## src/tcf_pkg.sv

```systemverilog
package tcf_pkg;

	localparam logic [7:0] BYTE_IAC  = 8'd255;
	localparam logic [7:0] BYTE_SB   = 8'd250;
	localparam logic [7:0] BYTE_SE   = 8'd240;
	localparam logic [7:0] BYTE_WILL = 8'd251;
	localparam logic [7:0] BYTE_WONT = 8'd252;
	localparam logic [7:0] BYTE_DO   = 8'd253;
	localparam logic [7:0] BYTE_DONT = 8'd254;

	localparam logic [8:0] PLAIN_LIMIT = 9'd3;

	localparam int ADDR_W = 4;
	localparam logic [1:0] REG_OPT_FIRST  = 2'd0;
	localparam logic [1:0] REG_OPT_SECOND = 2'd1;
	localparam logic [1:0] REG_SUBNEG_LIM = 2'd2;

	localparam logic [7:0] OPT_FIRST_RST  = 8'd34;
	localparam logic [7:0] OPT_SECOND_RST = 8'd1;
	localparam logic [7:0] SUBNEG_LIM_RST = 8'd128;

	localparam int QUEUE_DEPTH_DEF = 4;

	typedef struct packed {
		logic [7:0] opt_first;
		logic [7:0] opt_second;
		logic [7:0] subneg_limit;
	} cfg_t;

	typedef struct packed {
		logic       is_reply;
		logic [7:0] cmd;
		logic [7:0] payload;
	} rec_t;

	typedef struct packed {
		logic full;
		logic empty;
	} q_stat_t;

	function automatic logic [7:0] negate_cmd(input logic [7:0] c);
		logic [7:0] r;
		unique case (c)
			BYTE_WILL: r = BYTE_DONT;
			BYTE_DO:   r = BYTE_WONT;
			BYTE_WONT: r = BYTE_DO;
			BYTE_DONT: r = BYTE_WILL;
			default:   r = c;
		endcase
		return r;
	endfunction

endpackage

```

## src/tcf_ifs.sv

```systemverilog
interface tcf_byte_if;
	logic       valid;
	logic       ready;
	logic [7:0] in_byte;

	modport source (output valid, output in_byte, input ready);
	modport sink (input valid, input in_byte, output ready);
endinterface

interface tcf_result_if;
	logic       valid;
	logic       ready;
	logic [7:0] out_byte;
	logic       out_kind;
	logic       last_of_run;

	modport source (output valid, output out_byte, output out_kind, output last_of_run,
		input ready);
	modport sink (input valid, input out_byte, input out_kind, input last_of_run,
		output ready);
endinterface

```

## src/telnet_command_filter.sv

```systemverilog
// Telnet command filter: strips command sequences from a received byte stream and
// answers refused option requests. One byte is accepted per cycle while the record
// queue (QUEUE_DEPTH entries) has room; a data byte passes through the queue and the
// output register, a refused option produces a three-byte reply that the output
// register sends one byte at a time, and the queue absorbs bytes arriving meanwhile.
// Swallowed bytes produce nothing. The output side therefore sets the sustained rate:
// one result per cycle when not stalled. No clearing pass is needed after reset.
module telnet_command_filter import tcf_pkg::*; #(
	parameter int QUEUE_DEPTH = QUEUE_DEPTH_DEF
) (
	input  logic              clk,
	input  logic              arst_n,
	tcf_byte_if.sink          items,
	tcf_result_if.source      results,
	input  logic              psel,
	input  logic              penable,
	input  logic              pwrite,
	input  logic [ADDR_W-1:0] paddr,
	input  logic [31:0]       pwdata,
	output logic [31:0]       prdata,
	output logic              pready
);

	cfg_t    cfg;
	q_stat_t qst;
	logic    push;
	rec_t    push_rec;
	logic    pop;
	rec_t    head;

	tcf_regs u_regs (
		.clk     (clk),
		.arst_n  (arst_n),
		.psel    (psel),
		.penable (penable),
		.pwrite  (pwrite),
		.paddr   (paddr),
		.pwdata  (pwdata),
		.prdata  (prdata),
		.pready  (pready),
		.cfg     (cfg)
	);

	tcf_front u_front (
		.clk    (clk),
		.arst_n (arst_n),
		.items  (items),
		.cfg    (cfg),
		.qst    (qst),
		.push   (push),
		.rec    (push_rec)
	);

	tcf_queue #(
		.DEPTH (QUEUE_DEPTH)
	) u_queue (
		.clk      (clk),
		.arst_n   (arst_n),
		.push     (push),
		.push_rec (push_rec),
		.pop      (pop),
		.head     (head),
		.qst      (qst)
	);

	tcf_back u_back (
		.clk     (clk),
		.arst_n  (arst_n),
		.head    (head),
		.qst     (qst),
		.pop     (pop),
		.results (results)
	);

endmodule

```

## src/tcf_regs.sv

```systemverilog
module tcf_regs import tcf_pkg::*; (
	input  logic              clk,
	input  logic              arst_n,
	input  logic              psel,
	input  logic              penable,
	input  logic              pwrite,
	input  logic [ADDR_W-1:0] paddr,
	input  logic [31:0]       pwdata,
	output logic [31:0]       prdata,
	output logic              pready,
	output cfg_t              cfg
);

	cfg_t cfg_q;

	always_ff @(posedge clk or negedge arst_n) begin
		if (!arst_n) begin
			cfg_q.opt_first    <= OPT_FIRST_RST;
			cfg_q.opt_second   <= OPT_SECOND_RST;
			cfg_q.subneg_limit <= SUBNEG_LIM_RST;
		end else if (psel && penable && pwrite) begin
			unique case (paddr[3:2])
				REG_OPT_FIRST:  cfg_q.opt_first    <= pwdata[7:0];
				REG_OPT_SECOND: cfg_q.opt_second   <= pwdata[7:0];
				REG_SUBNEG_LIM: cfg_q.subneg_limit <= pwdata[7:0];
				default: ;
			endcase
		end
	end

	always_comb begin
		unique case (paddr[3:2])
			REG_OPT_FIRST:  prdata = {24'd0, cfg_q.opt_first};
			REG_OPT_SECOND: prdata = {24'd0, cfg_q.opt_second};
			REG_SUBNEG_LIM: prdata = {24'd0, cfg_q.subneg_limit};
			default:        prdata = 32'd0;
		endcase
	end

	assign pready = 1'b1;
	assign cfg    = cfg_q;

endmodule

```

## src/tcf_front.sv

```systemverilog
module tcf_front import tcf_pkg::*; (
	input  logic   clk,
	input  logic   arst_n,
	tcf_byte_if.sink items,
	input  cfg_t   cfg,
	input  q_stat_t qst,
	output logic   push,
	output rec_t   rec
);

	logic [7:0] pos_q;
	logic       subneg_q;
	logic [7:0] cmd_q;

	logic [7:0] pos_d;
	logic       subneg_d;
	logic [7:0] cmd_d;
	logic [8:0] nxt;
	logic [8:0] lim;
	logic [7:0] reply;
	logic       push_c;
	logic       accept;
	logic [7:0] b;

	assign b      = items.in_byte;
	assign accept = items.valid && items.ready;

	always_comb begin
		nxt          = {1'b0, pos_q} + 9'd1;
		lim          = subneg_q ? {1'b0, cfg.subneg_limit} : PLAIN_LIMIT;
		reply        = negate_cmd(cmd_q);
		pos_d        = pos_q;
		subneg_d     = subneg_q;
		cmd_d        = cmd_q;
		push_c       = 1'b0;
		rec.is_reply = 1'b0;
		rec.cmd      = reply;
		rec.payload  = b;
		if (b == BYTE_IAC) begin
			pos_d    = 8'd1;
			subneg_d = 1'b0;
			cmd_d    = 8'd0;
		end else if (pos_q == 8'd0) begin
			push_c = 1'b1;
		end else if (nxt > lim) begin
			pos_d  = 8'd0;
			push_c = 1'b1;
		end else begin
			pos_d = nxt[7:0];
			if (nxt == 9'd2) begin
				cmd_d = b;
				if (b == BYTE_SB) begin
					subneg_d = 1'b1;
				end else if (b == BYTE_SE) begin
					pos_d    = 8'd0;
					subneg_d = 1'b0;
				end
			end else if (nxt == 9'd3) begin
				if (b != cfg.opt_first && b != cfg.opt_second && reply != 8'd0) begin
					push_c       = 1'b1;
					rec.is_reply = 1'b1;
				end
			end
		end
	end

	always_ff @(posedge clk or negedge arst_n) begin
		if (!arst_n) begin
			pos_q    <= 8'd0;
			subneg_q <= 1'b0;
			cmd_q    <= 8'd0;
		end else if (accept) begin
			pos_q    <= pos_d;
			subneg_q <= subneg_d;
			cmd_q    <= cmd_d;
		end
	end

	assign items.ready = !qst.full;
	assign push        = accept && push_c;

endmodule

```

## src/tcf_queue.sv

```systemverilog
module tcf_queue import tcf_pkg::*; #(
	parameter int DEPTH = QUEUE_DEPTH_DEF
) (
	input  logic    clk,
	input  logic    arst_n,
	input  logic    push,
	input  rec_t    push_rec,
	input  logic    pop,
	output rec_t    head,
	output q_stat_t qst
);

	localparam int PTR_W = (DEPTH > 1) ? $clog2(DEPTH) : 1;
	localparam int CNT_W = $clog2(DEPTH + 1);

	rec_t             mem_q [DEPTH];
	logic [PTR_W-1:0] wr_ptr_q;
	logic [PTR_W-1:0] rd_ptr_q;
	logic [CNT_W-1:0] count_q;

	logic do_push;
	logic do_pop;

	assign qst.full  = (count_q == CNT_W'(DEPTH));
	assign qst.empty = (count_q == '0);
	assign do_push   = push && !qst.full;
	assign do_pop    = pop && !qst.empty;
	assign head      = mem_q[rd_ptr_q];

	always_ff @(posedge clk) begin
		if (do_push) begin
			mem_q[wr_ptr_q] <= push_rec;
		end
	end

	always_ff @(posedge clk or negedge arst_n) begin
		if (!arst_n) begin
			wr_ptr_q <= '0;
			rd_ptr_q <= '0;
			count_q  <= '0;
		end else begin
			if (do_push) begin
				wr_ptr_q <= (wr_ptr_q == PTR_W'(DEPTH - 1)) ? '0 : wr_ptr_q + 1'b1;
			end
			if (do_pop) begin
				rd_ptr_q <= (rd_ptr_q == PTR_W'(DEPTH - 1)) ? '0 : rd_ptr_q + 1'b1;
			end
			if (do_push && !do_pop) begin
				count_q <= count_q + 1'b1;
			end else if (do_pop && !do_push) begin
				count_q <= count_q - 1'b1;
			end
		end
	end

endmodule

```

## src/tcf_back.sv

```systemverilog
module tcf_back import tcf_pkg::*; (
	input  logic    clk,
	input  logic    arst_n,
	input  rec_t    head,
	input  q_stat_t qst,
	output logic    pop,
	tcf_result_if.source results
);

	localparam logic [1:0] BEAT_IAC = 2'd0;
	localparam logic [1:0] BEAT_CMD = 2'd1;
	localparam logic [1:0] BEAT_OPT = 2'd2;

	logic [1:0] beat_q;
	logic       out_valid_q;
	logic [7:0] out_byte_q;
	logic       out_kind_q;
	logic       out_last_q;

	logic       load;
	logic [7:0] byte_c;
	logic       last_c;
	logic [1:0] beat_d;

	assign load = !qst.empty && (!out_valid_q || results.ready);

	always_comb begin
		byte_c = head.payload;
		last_c = 1'b1;
		beat_d = BEAT_IAC;
		if (head.is_reply) begin
			unique case (beat_q)
				BEAT_IAC: begin
					byte_c = BYTE_IAC;
					last_c = 1'b0;
					beat_d = BEAT_CMD;
				end
				BEAT_CMD: begin
					byte_c = head.cmd;
					last_c = 1'b0;
					beat_d = BEAT_OPT;
				end
				BEAT_OPT: begin
					byte_c = head.payload;
					last_c = 1'b1;
					beat_d = BEAT_IAC;
				end
				default: begin
					byte_c = head.payload;
					last_c = 1'b1;
					beat_d = BEAT_IAC;
				end
			endcase
		end
	end

	assign pop = load && last_c;

	always_ff @(posedge clk or negedge arst_n) begin
		if (!arst_n) begin
			beat_q      <= BEAT_IAC;
			out_valid_q <= 1'b0;
		end else begin
			if (load) begin
				beat_q      <= beat_d;
				out_valid_q <= 1'b1;
			end else if (results.ready) begin
				out_valid_q <= 1'b0;
			end
		end
	end

	always_ff @(posedge clk) begin
		if (load) begin
			out_byte_q <= byte_c;
			out_kind_q <= head.is_reply;
			out_last_q <= last_c;
		end
	end

	assign results.valid       = out_valid_q;
	assign results.out_byte    = out_byte_q;
	assign results.out_kind    = out_kind_q;
	assign results.last_of_run = out_last_q;

endmodule

```

## src/flat_wrapper.sv

```systemverilog
// flat-port wrapper written by rule: the top's interface ports become plain ports
module telnet_command_filter_flat import tcf_pkg::*;
#(
	parameter int QUEUE_DEPTH = QUEUE_DEPTH_DEF
)
  (clk, arst_n, psel, penable, pwrite, paddr, pwdata, prdata, pready, items_valid, items_in_byte, items_ready, results_valid, results_out_byte, results_out_kind, results_last_of_run, results_ready);
  tcf_byte_if items_i ();
  tcf_result_if results_i ();
  input  logic clk;
  input  logic arst_n;
  input  logic psel;
  input  logic penable;
  input  logic pwrite;
  input  logic [ADDR_W-1:0] paddr;
  input  logic [31:0] pwdata;
  output logic [31:0] prdata;
  output logic pready;
  input wire logic [$bits(items_i.valid)-1:0] items_valid;
  input wire logic [$bits(items_i.in_byte)-1:0] items_in_byte;
  output wire logic [$bits(items_i.ready)-1:0] items_ready;
  output wire logic [$bits(results_i.valid)-1:0] results_valid;
  output wire logic [$bits(results_i.out_byte)-1:0] results_out_byte;
  output wire logic [$bits(results_i.out_kind)-1:0] results_out_kind;
  output wire logic [$bits(results_i.last_of_run)-1:0] results_last_of_run;
  input wire logic [$bits(results_i.ready)-1:0] results_ready;
  assign items_i.valid = items_valid;
  assign items_i.in_byte = items_in_byte;
  assign items_ready = items_i.ready;
  assign results_valid = results_i.valid;
  assign results_out_byte = results_i.out_byte;
  assign results_out_kind = results_i.out_kind;
  assign results_last_of_run = results_i.last_of_run;
  assign results_i.ready = results_ready;
  telnet_command_filter #(.QUEUE_DEPTH(QUEUE_DEPTH)) u_core (.clk(clk), .arst_n(arst_n), .items(items_i), .results(results_i), .psel(psel), .penable(penable), .pwrite(pwrite), .paddr(paddr), .pwdata(pwdata), .prdata(prdata), .pready(pready));
endmodule
```

## config.mk

```make
export PLATFORM = sky130hd
export DESIGN_NAME = telnet_command_filter_flat
export DESIGN_NICKNAME = d
export VERILOG_FILES = /design/src/tcf_pkg.sv /design/src/tcf_ifs.sv /design/src/telnet_command_filter.sv /design/src/tcf_regs.sv /design/src/tcf_front.sv /design/src/tcf_queue.sv /design/src/tcf_back.sv /design/src/flat_wrapper.sv
export SDC_FILE = /design/constraint.sdc
export NUM_CORES = 1
export LEC_CHECK = 0
export BUFFER_PORTS_ARGS = -buffer_cell sky130_fd_sc_hd__buf_2
export CAP_MARGIN = 20
export CORE_ASPECT_RATIO = 0.9
export CORE_MARGIN = 1
export CORE_UTILIZATION = 30
export DETAILED_ROUTE_END_ITERATION = 8
export GPL_TIMING_DRIVEN = 0
export PLACE_DENSITY_LB_ADDON = 0.08
export SKIP_CTS_REPAIR_TIMING = 1
export SYNTH_ARGS = -nofsm -noshare
export SYNTH_HDL_FRONTEND = slang
export SYNTH_SLANG_ARGS = --single-unit
```

## constraint.sdc

```tcl
create_clock -name clk -period 5.06 [get_ports clk]
set_input_delay 0.253 -clock clk [delete_from_list [all_inputs] [get_ports clk]]
set_output_delay 0.253 -clock clk [all_outputs]
set_load 0.01 [all_outputs]
```

* Word level (Yosys, flattened, before mapping)
Memories as Yosys holds them, arrays and structs flattened.
Cells that the tools add are included.
Widths: inputs -> output; s select.
** Storage, ports and cells
- Bits in registers :: 61
- RAM bits :: 68
- Bits of input ports :: 51
- Output and inout port bits :: 45
- Logic and storage cells :: 116
- Memories :: 1
** Memory list
- u_core.u_queue.mem_q :: words 4, width 17, rd ports 1, clocked after memory_dff 0, wr ports 1, RTL line tcf_queue.sv:16 : rec_t mem_q [DEPTH];
** Operators by class
- Add/sub/neg operators :: 5
- $lt $le $gt $ge :: 1
- Eq/ne operators :: 19
- Multiplexer cells :: 42
- Reduce and logical (&&, ||, !) cells :: 34
** Operators with widths (count)
- $mux 8 :: 12
- $eq 8x8->1 const B :: 7
- $pmux 8 s4 :: 1
- $pmux 8 s3 :: 1
- $mux 1 :: 21
- $eq 9x2->1 const B :: 2
- $ne 8x8->1 :: 2
- $pmux 8 s2 :: 1
- $logic_and 1x1->1 :: 12
- $add 8x1->9 const B :: 1
- $gt 9x8->1 :: 1
- $logic_not 8->1 :: 1
- $reduce_and 2->1 :: 4
- $reduce_bool 8->1 :: 1
- $eq 2x2->1 const B :: 3
- $mux 2 :: 3
- $mux 3 :: 2
- $reduce_bool 2->1 :: 3
- $logic_not 1->1 :: 5
- $reduce_and 5->1 :: 1
- $add 2x1->2 const B :: 2
- $eq 2x1->1 const B :: 2
- $logic_not 2->1 :: 2
- $ne 2x2->1 const B :: 2
- 9 further kinds :: 9

* Depth between registers and ports, before layout
- Depth after elaboration :: 16
- Gate-level depth with buffers :: 20
- Depth with buffers taken out :: 18

* By module
A second synthesis with hierarchy kept.
** Unflattened totals
- Cell total of the unflattened synthesis :: 493
- Area, all modules :: 6605.1 um^2
** By module, submodules not included
- tcf_queue :: instances 1, cells an instance 126, area each 2917.8 um^2
- tcf_front :: instances 1, cells an instance 209, area each 1770.4 um^2
- tcf_regs :: instances 1, cells an instance 108, area each 1338.8 um^2
- tcf_back :: instances 1, cells an instance 50, area each 578.1 um^2

* Least setup slack after synthesis
No wires, ideal clock.
- Kind :: register to register
- Start point :: reg u_core.u_front.pos_q[0]
- End point :: reg u_core.u_queue.count_q[2]
- Data arrival time :: 3.674 ns
- Data required time :: 4.981 ns
- Slack :: 1.307 ns
- Stages on the path, launching flop included :: 19
- Buffers on the path :: 1
- Period minus slack after synthesis :: 3.753 ns
- Cells stage by stage :: dfrtp_1 -> inv_1 -> nor3_1 -> nand2_1 -> and2_1 -> or2_2 -> ha_1 -> nand2_1 -> a41o_1 -> a211o_1 -> a22o_1 -> buf_6 -> a21boi_4 -> ha_1 -> inv_1 -> fa_1 -> xor2_1 -> nor2_1 -> xor2_1
** Between the ends
- Cells in the longest elaborated chain, start to end :: 12
** RTL lines
- from (decl) :: RTL line tcf_front.sv:11 : logic [7:0] pos_q;
- from (signal assigned) :: RTL line tcf_front.sv:73 : pos_q <= pos_d;
- branches (longest 5 deep; another with $add 8x1->9)
- $mux 1 * :: RTL line tcf_front.sv:43 : end else if (pos_q == 8'd0) begin
- $mux 1 * :: RTL line tcf_front.sv:39 : if (b == BYTE_IAC) begin
- $logic_and 1x1->1 * :: RTL line tcf_front.sv:80 : assign push = accept && push_c;
- $logic_and 1x1->1 * :: RTL line tcf_queue.sv:26 : assign do_push = push && !qst.full;
- net u_core.u_queue.do_push :: RTL line tcf_queue.sv:21 : logic do_push;
- $logic_not 1->1 :: RTL line tcf_queue.sv:50 : end else if (do_pop && !do_push) begin
- $logic_and 1x1->1 :: RTL line tcf_queue.sv:50
- $reduce_bool 2->1 (no line)
- to (signal assigned) :: RTL line tcf_queue.sv:49 : count_q <= count_q + 1'b1;
- to (signal assigned) :: RTL line tcf_queue.sv:51 : count_q <= count_q - 1'b1;
- to (decl) :: RTL line tcf_queue.sv:19 : logic [CNT_W-1:0] count_q;
Mark *: on every way through the listed nets, which the timed path passes.
A chain may end at the register's enable or synchronous reset.

* Worst setup path after layout
Ends and elaborated chain as after synthesis.

==> results.ini <==
[global_route]
first_global_vias=4459
grt_overflow=0
grt_util_all_layers=0.161
grt_max_degree=35
antenna_found_initial=0
grt_pass1_wl_mm=26.3

[layout]
fin_cells=950
area_growth_pct=19.9
fillers=2130
antennaDiodeCount=0
nNetsFinal=719
layout-drive-gt1-share=0.224

[min_path]
hp-class=primary input to flip-flop

[placed_design]
dpl.hpwl_mm=11.9
placedCellCount=917
pre_cts_ws_ps=717
numPortBuffers=44
gp_congestion=0.786

[floorplan]
num_rows=50
coreArea_sq_um=21100
start_util=0.309
die_y_um=142
die-area_sq_um=22300
die_w_um=157
io_pins=96

[sta]
slew_headroom=0.412
tightest_slew_ps=881
final_hold_viol_count=0
skew_ps=12.1
grt_setup_unrepaired=false
fmax_mhz=229
drv_slew=0
post-route-min-period_ps=4360
setup_viol=0
period_share=0.862
finalSetupTns_ps=0
setup_ws_ps=697

[synthesis]
avgSynthCellArea_sq_um=11.6
yosysMostFrequentCell=edfxtp_1
yosys_warnings=0
synth_commonest_cells=78 x edfxtp_1, 47 x dfrtp_1, 45 x o21ai_0, 42 x nand2_1
synth_area_leaders=edfxtp_1 36%, dfrtp_1 18%, mux2_2 4.5%, o21ai_0 3.5%, ha_1 3.1%
synth_edf_count=78
syn_area_sq_um=6520
ys_types=57
synthDominantCellAreaShare=0.359
synth_seq_cells=129
synthArstFlopShare=0.395
ys_seq_area_frac=0.556
synth_top_area_cell=edfxtp_1
netlist_instances=560
synthFlopType=edfxtp_1

[setup_path]
crit_chain=inv_1 > nor3_1 > nand2_1 > and2_1 > or2_2 > ha_1 > nand2_1 > a41o_1 > a211o_1 > a22o_1 > buf_6 > a21boi_4 > ha_1 > inv_1 > fa_1 > xor2_1 > nor2_1 > xor2_1
criticalPathCategory=flip-flop to flip-flop
cp_slowest_cell=dfrtp_1
cp_data_required_time_ps=5400
max_stage_delay_ps=510
cpLargestDelayFamily=simple AND/OR/NAND/NOR gates
end_kind=flip-flop
critPathArrivalTime_ps=4700
crit_fanout=10
crit_buf_inv=3
start_kind=flip-flop

[routing]
wirelength_mm=16.9
ant_nets=0
m1WireLength_mm=7.76
met3_length_um=782
drt_iter0_markers=199
dr_wl_met2_mm=8.10
routed-via-count=4534
drc_errors=0
top_layer=met4
drt-pass1-iter-count=4
vias_per_cell=4.77
wl_per_cell_um=17.8

[run_status]
status=complete, no violations

[clock_tree]
htree_levels=4
cts.path.max_buffers=2
cts_root_buf=clkbuf_16
cts_buffers=17
clkLatencyLatePin_ps=430
clk_pin_slew_worst_paths_ps=60
cts_tree=done
clock_sinks=129

[power_and_ir_drop]
pwr_density_cell_nw_per_um2=536
worst_ir_drop_vdd_uv=226
power_leakage_nw=3.10

[run]
maxCapViolCount=0

-- registers in the layout (all words and copies together) (netlist names), 2 cells and up --
register	cells
u_core.u_back.beat_q	2
u_core.u_queue.count_q	3
u_core.u_back.results.out_byte	8
u_core.u_front.cmd_q	8
u_core.u_queue.rd_ptr_q	2
u_core.u_regs.cfg	24
u_core.u_front.pos_q	8
u_core.u_queue.wr_ptr_q	2
u_core.u_queue.mem_q	68
-- layout by cell type (no fill, tap or decap), types with 7 or more instances in the layout --
cell | synthesis | layout
a21o_1 | 11 | 11
mux2i_1 | 11 | 11
ha_1 | 16 | 16
nand4_1 | 8 | 8
xnor2_1 | 12 | 12
clkbuf_16 | 0 | 17
inv_1 | 18 | 18
o211ai_1 | 20 | 20
xor2_1 | 11 | 11
nor2_1 | 23 | 23
buf_2 | 3 | 48
nor2b_1 | 8 | 8
or3_1 | 25 | 25
conb_1 | 2 | 25
buf_4 | 25 | 27
edfxtp_1 | 78 | 78
mux2_2 | 26 | 26
o21ai_0 | 45 | 45
nand2_1 | 42 | 42
a31oi_1 | 9 | 9
and2_1 | 8 | 8
dfrtp_1 | 47 | 47
o221ai_1 | 7 | 7
nand3_1 | 9 | 9
clkbuf_1 | 26 | 27
-- kinds of logic after synthesis --
| group | count (synthesis) | share of synthesized area |
|---|---|---|
| flops | 129 | 0.556 |
| simple gates | 153 | 0.125 |
| mux | 41 | 0.0716 |
| fa+ha+maj | 17 | 0.0338 |
| other cells | 2 | 0.00115 |
| xor+xnor | 23 | 0.0309 |
| compound gates | 119 | 0.122 |
| buf+inv | 76 | 0.0599 |
-- worst paths after layout --
kind	startpoint	endpoint	slack, ps	cells after the start
min	results_ready	u_core.u_back.results.valid	20	2
max reg2reg	u_core.u_front.pos_q[0]	u_core.u_queue.count_q[2]	700	18
min reg2reg	u_core.u_back.beat_q[1]	u_core.u_back.beat_q[1]	480	1
min in group asynchronous	arst_n	u_core.u_regs.cfg[13]	310	2
max	u_core.u_front.pos_q[0]	u_core.u_queue.count_q[2]	700	18
max in group asynchronous	arst_n	u_core.u_regs.cfg[7]	4140	3
-- metal layers --
metal  GRT usage  vias to the layer above
li1            -                     2197
met1       0.216                     2216
met2       0.259                      107
met3      0.0275                       14
met4      0.0629                        0
met5           0                        -
-- metrics by stage --
step	power, mW	hold WS, ps	cell area [sq um]	util
CTS	4.25	-229	7810	0.371
detailed placement	3.01	225	7230	0.343
finish	4.19	21.4	7820	0.371
global route	4.47	26.7	7820	0.371
floorplan	2.51	-42.6	6610	-
global placement	3.00	451	7190	0.341
-- final cells by class --
cell class | instances | area (sq um) | area share
sequential | 129 | 3620 | 0.463
multi-input combinational | 378 | 2590 | 0.332
clock buffer | 18 | 429 | 0.0549
tap | 286 | 358 | 0.0458
buffer | 58 | 323 | 0.0413
timing repair buffer | 49 | 270 | 0.0346
clock inverter | 14 | 156 | 0.0200
inverter | 18 | 67.6 | 0.00864
-- where the power goes --
group / total (mW) / switching [mW] / internal (mW) / leakage, nW
sequential: 1.57 / 0.127 / 1.44 / 1.35
clock: 1.22 / 0.492 / 0.732 / 0.281
combinational: 1.40 / 0.885 / 0.517 / 1.47
Note: power is estimated with default switching activity, not from simulation.
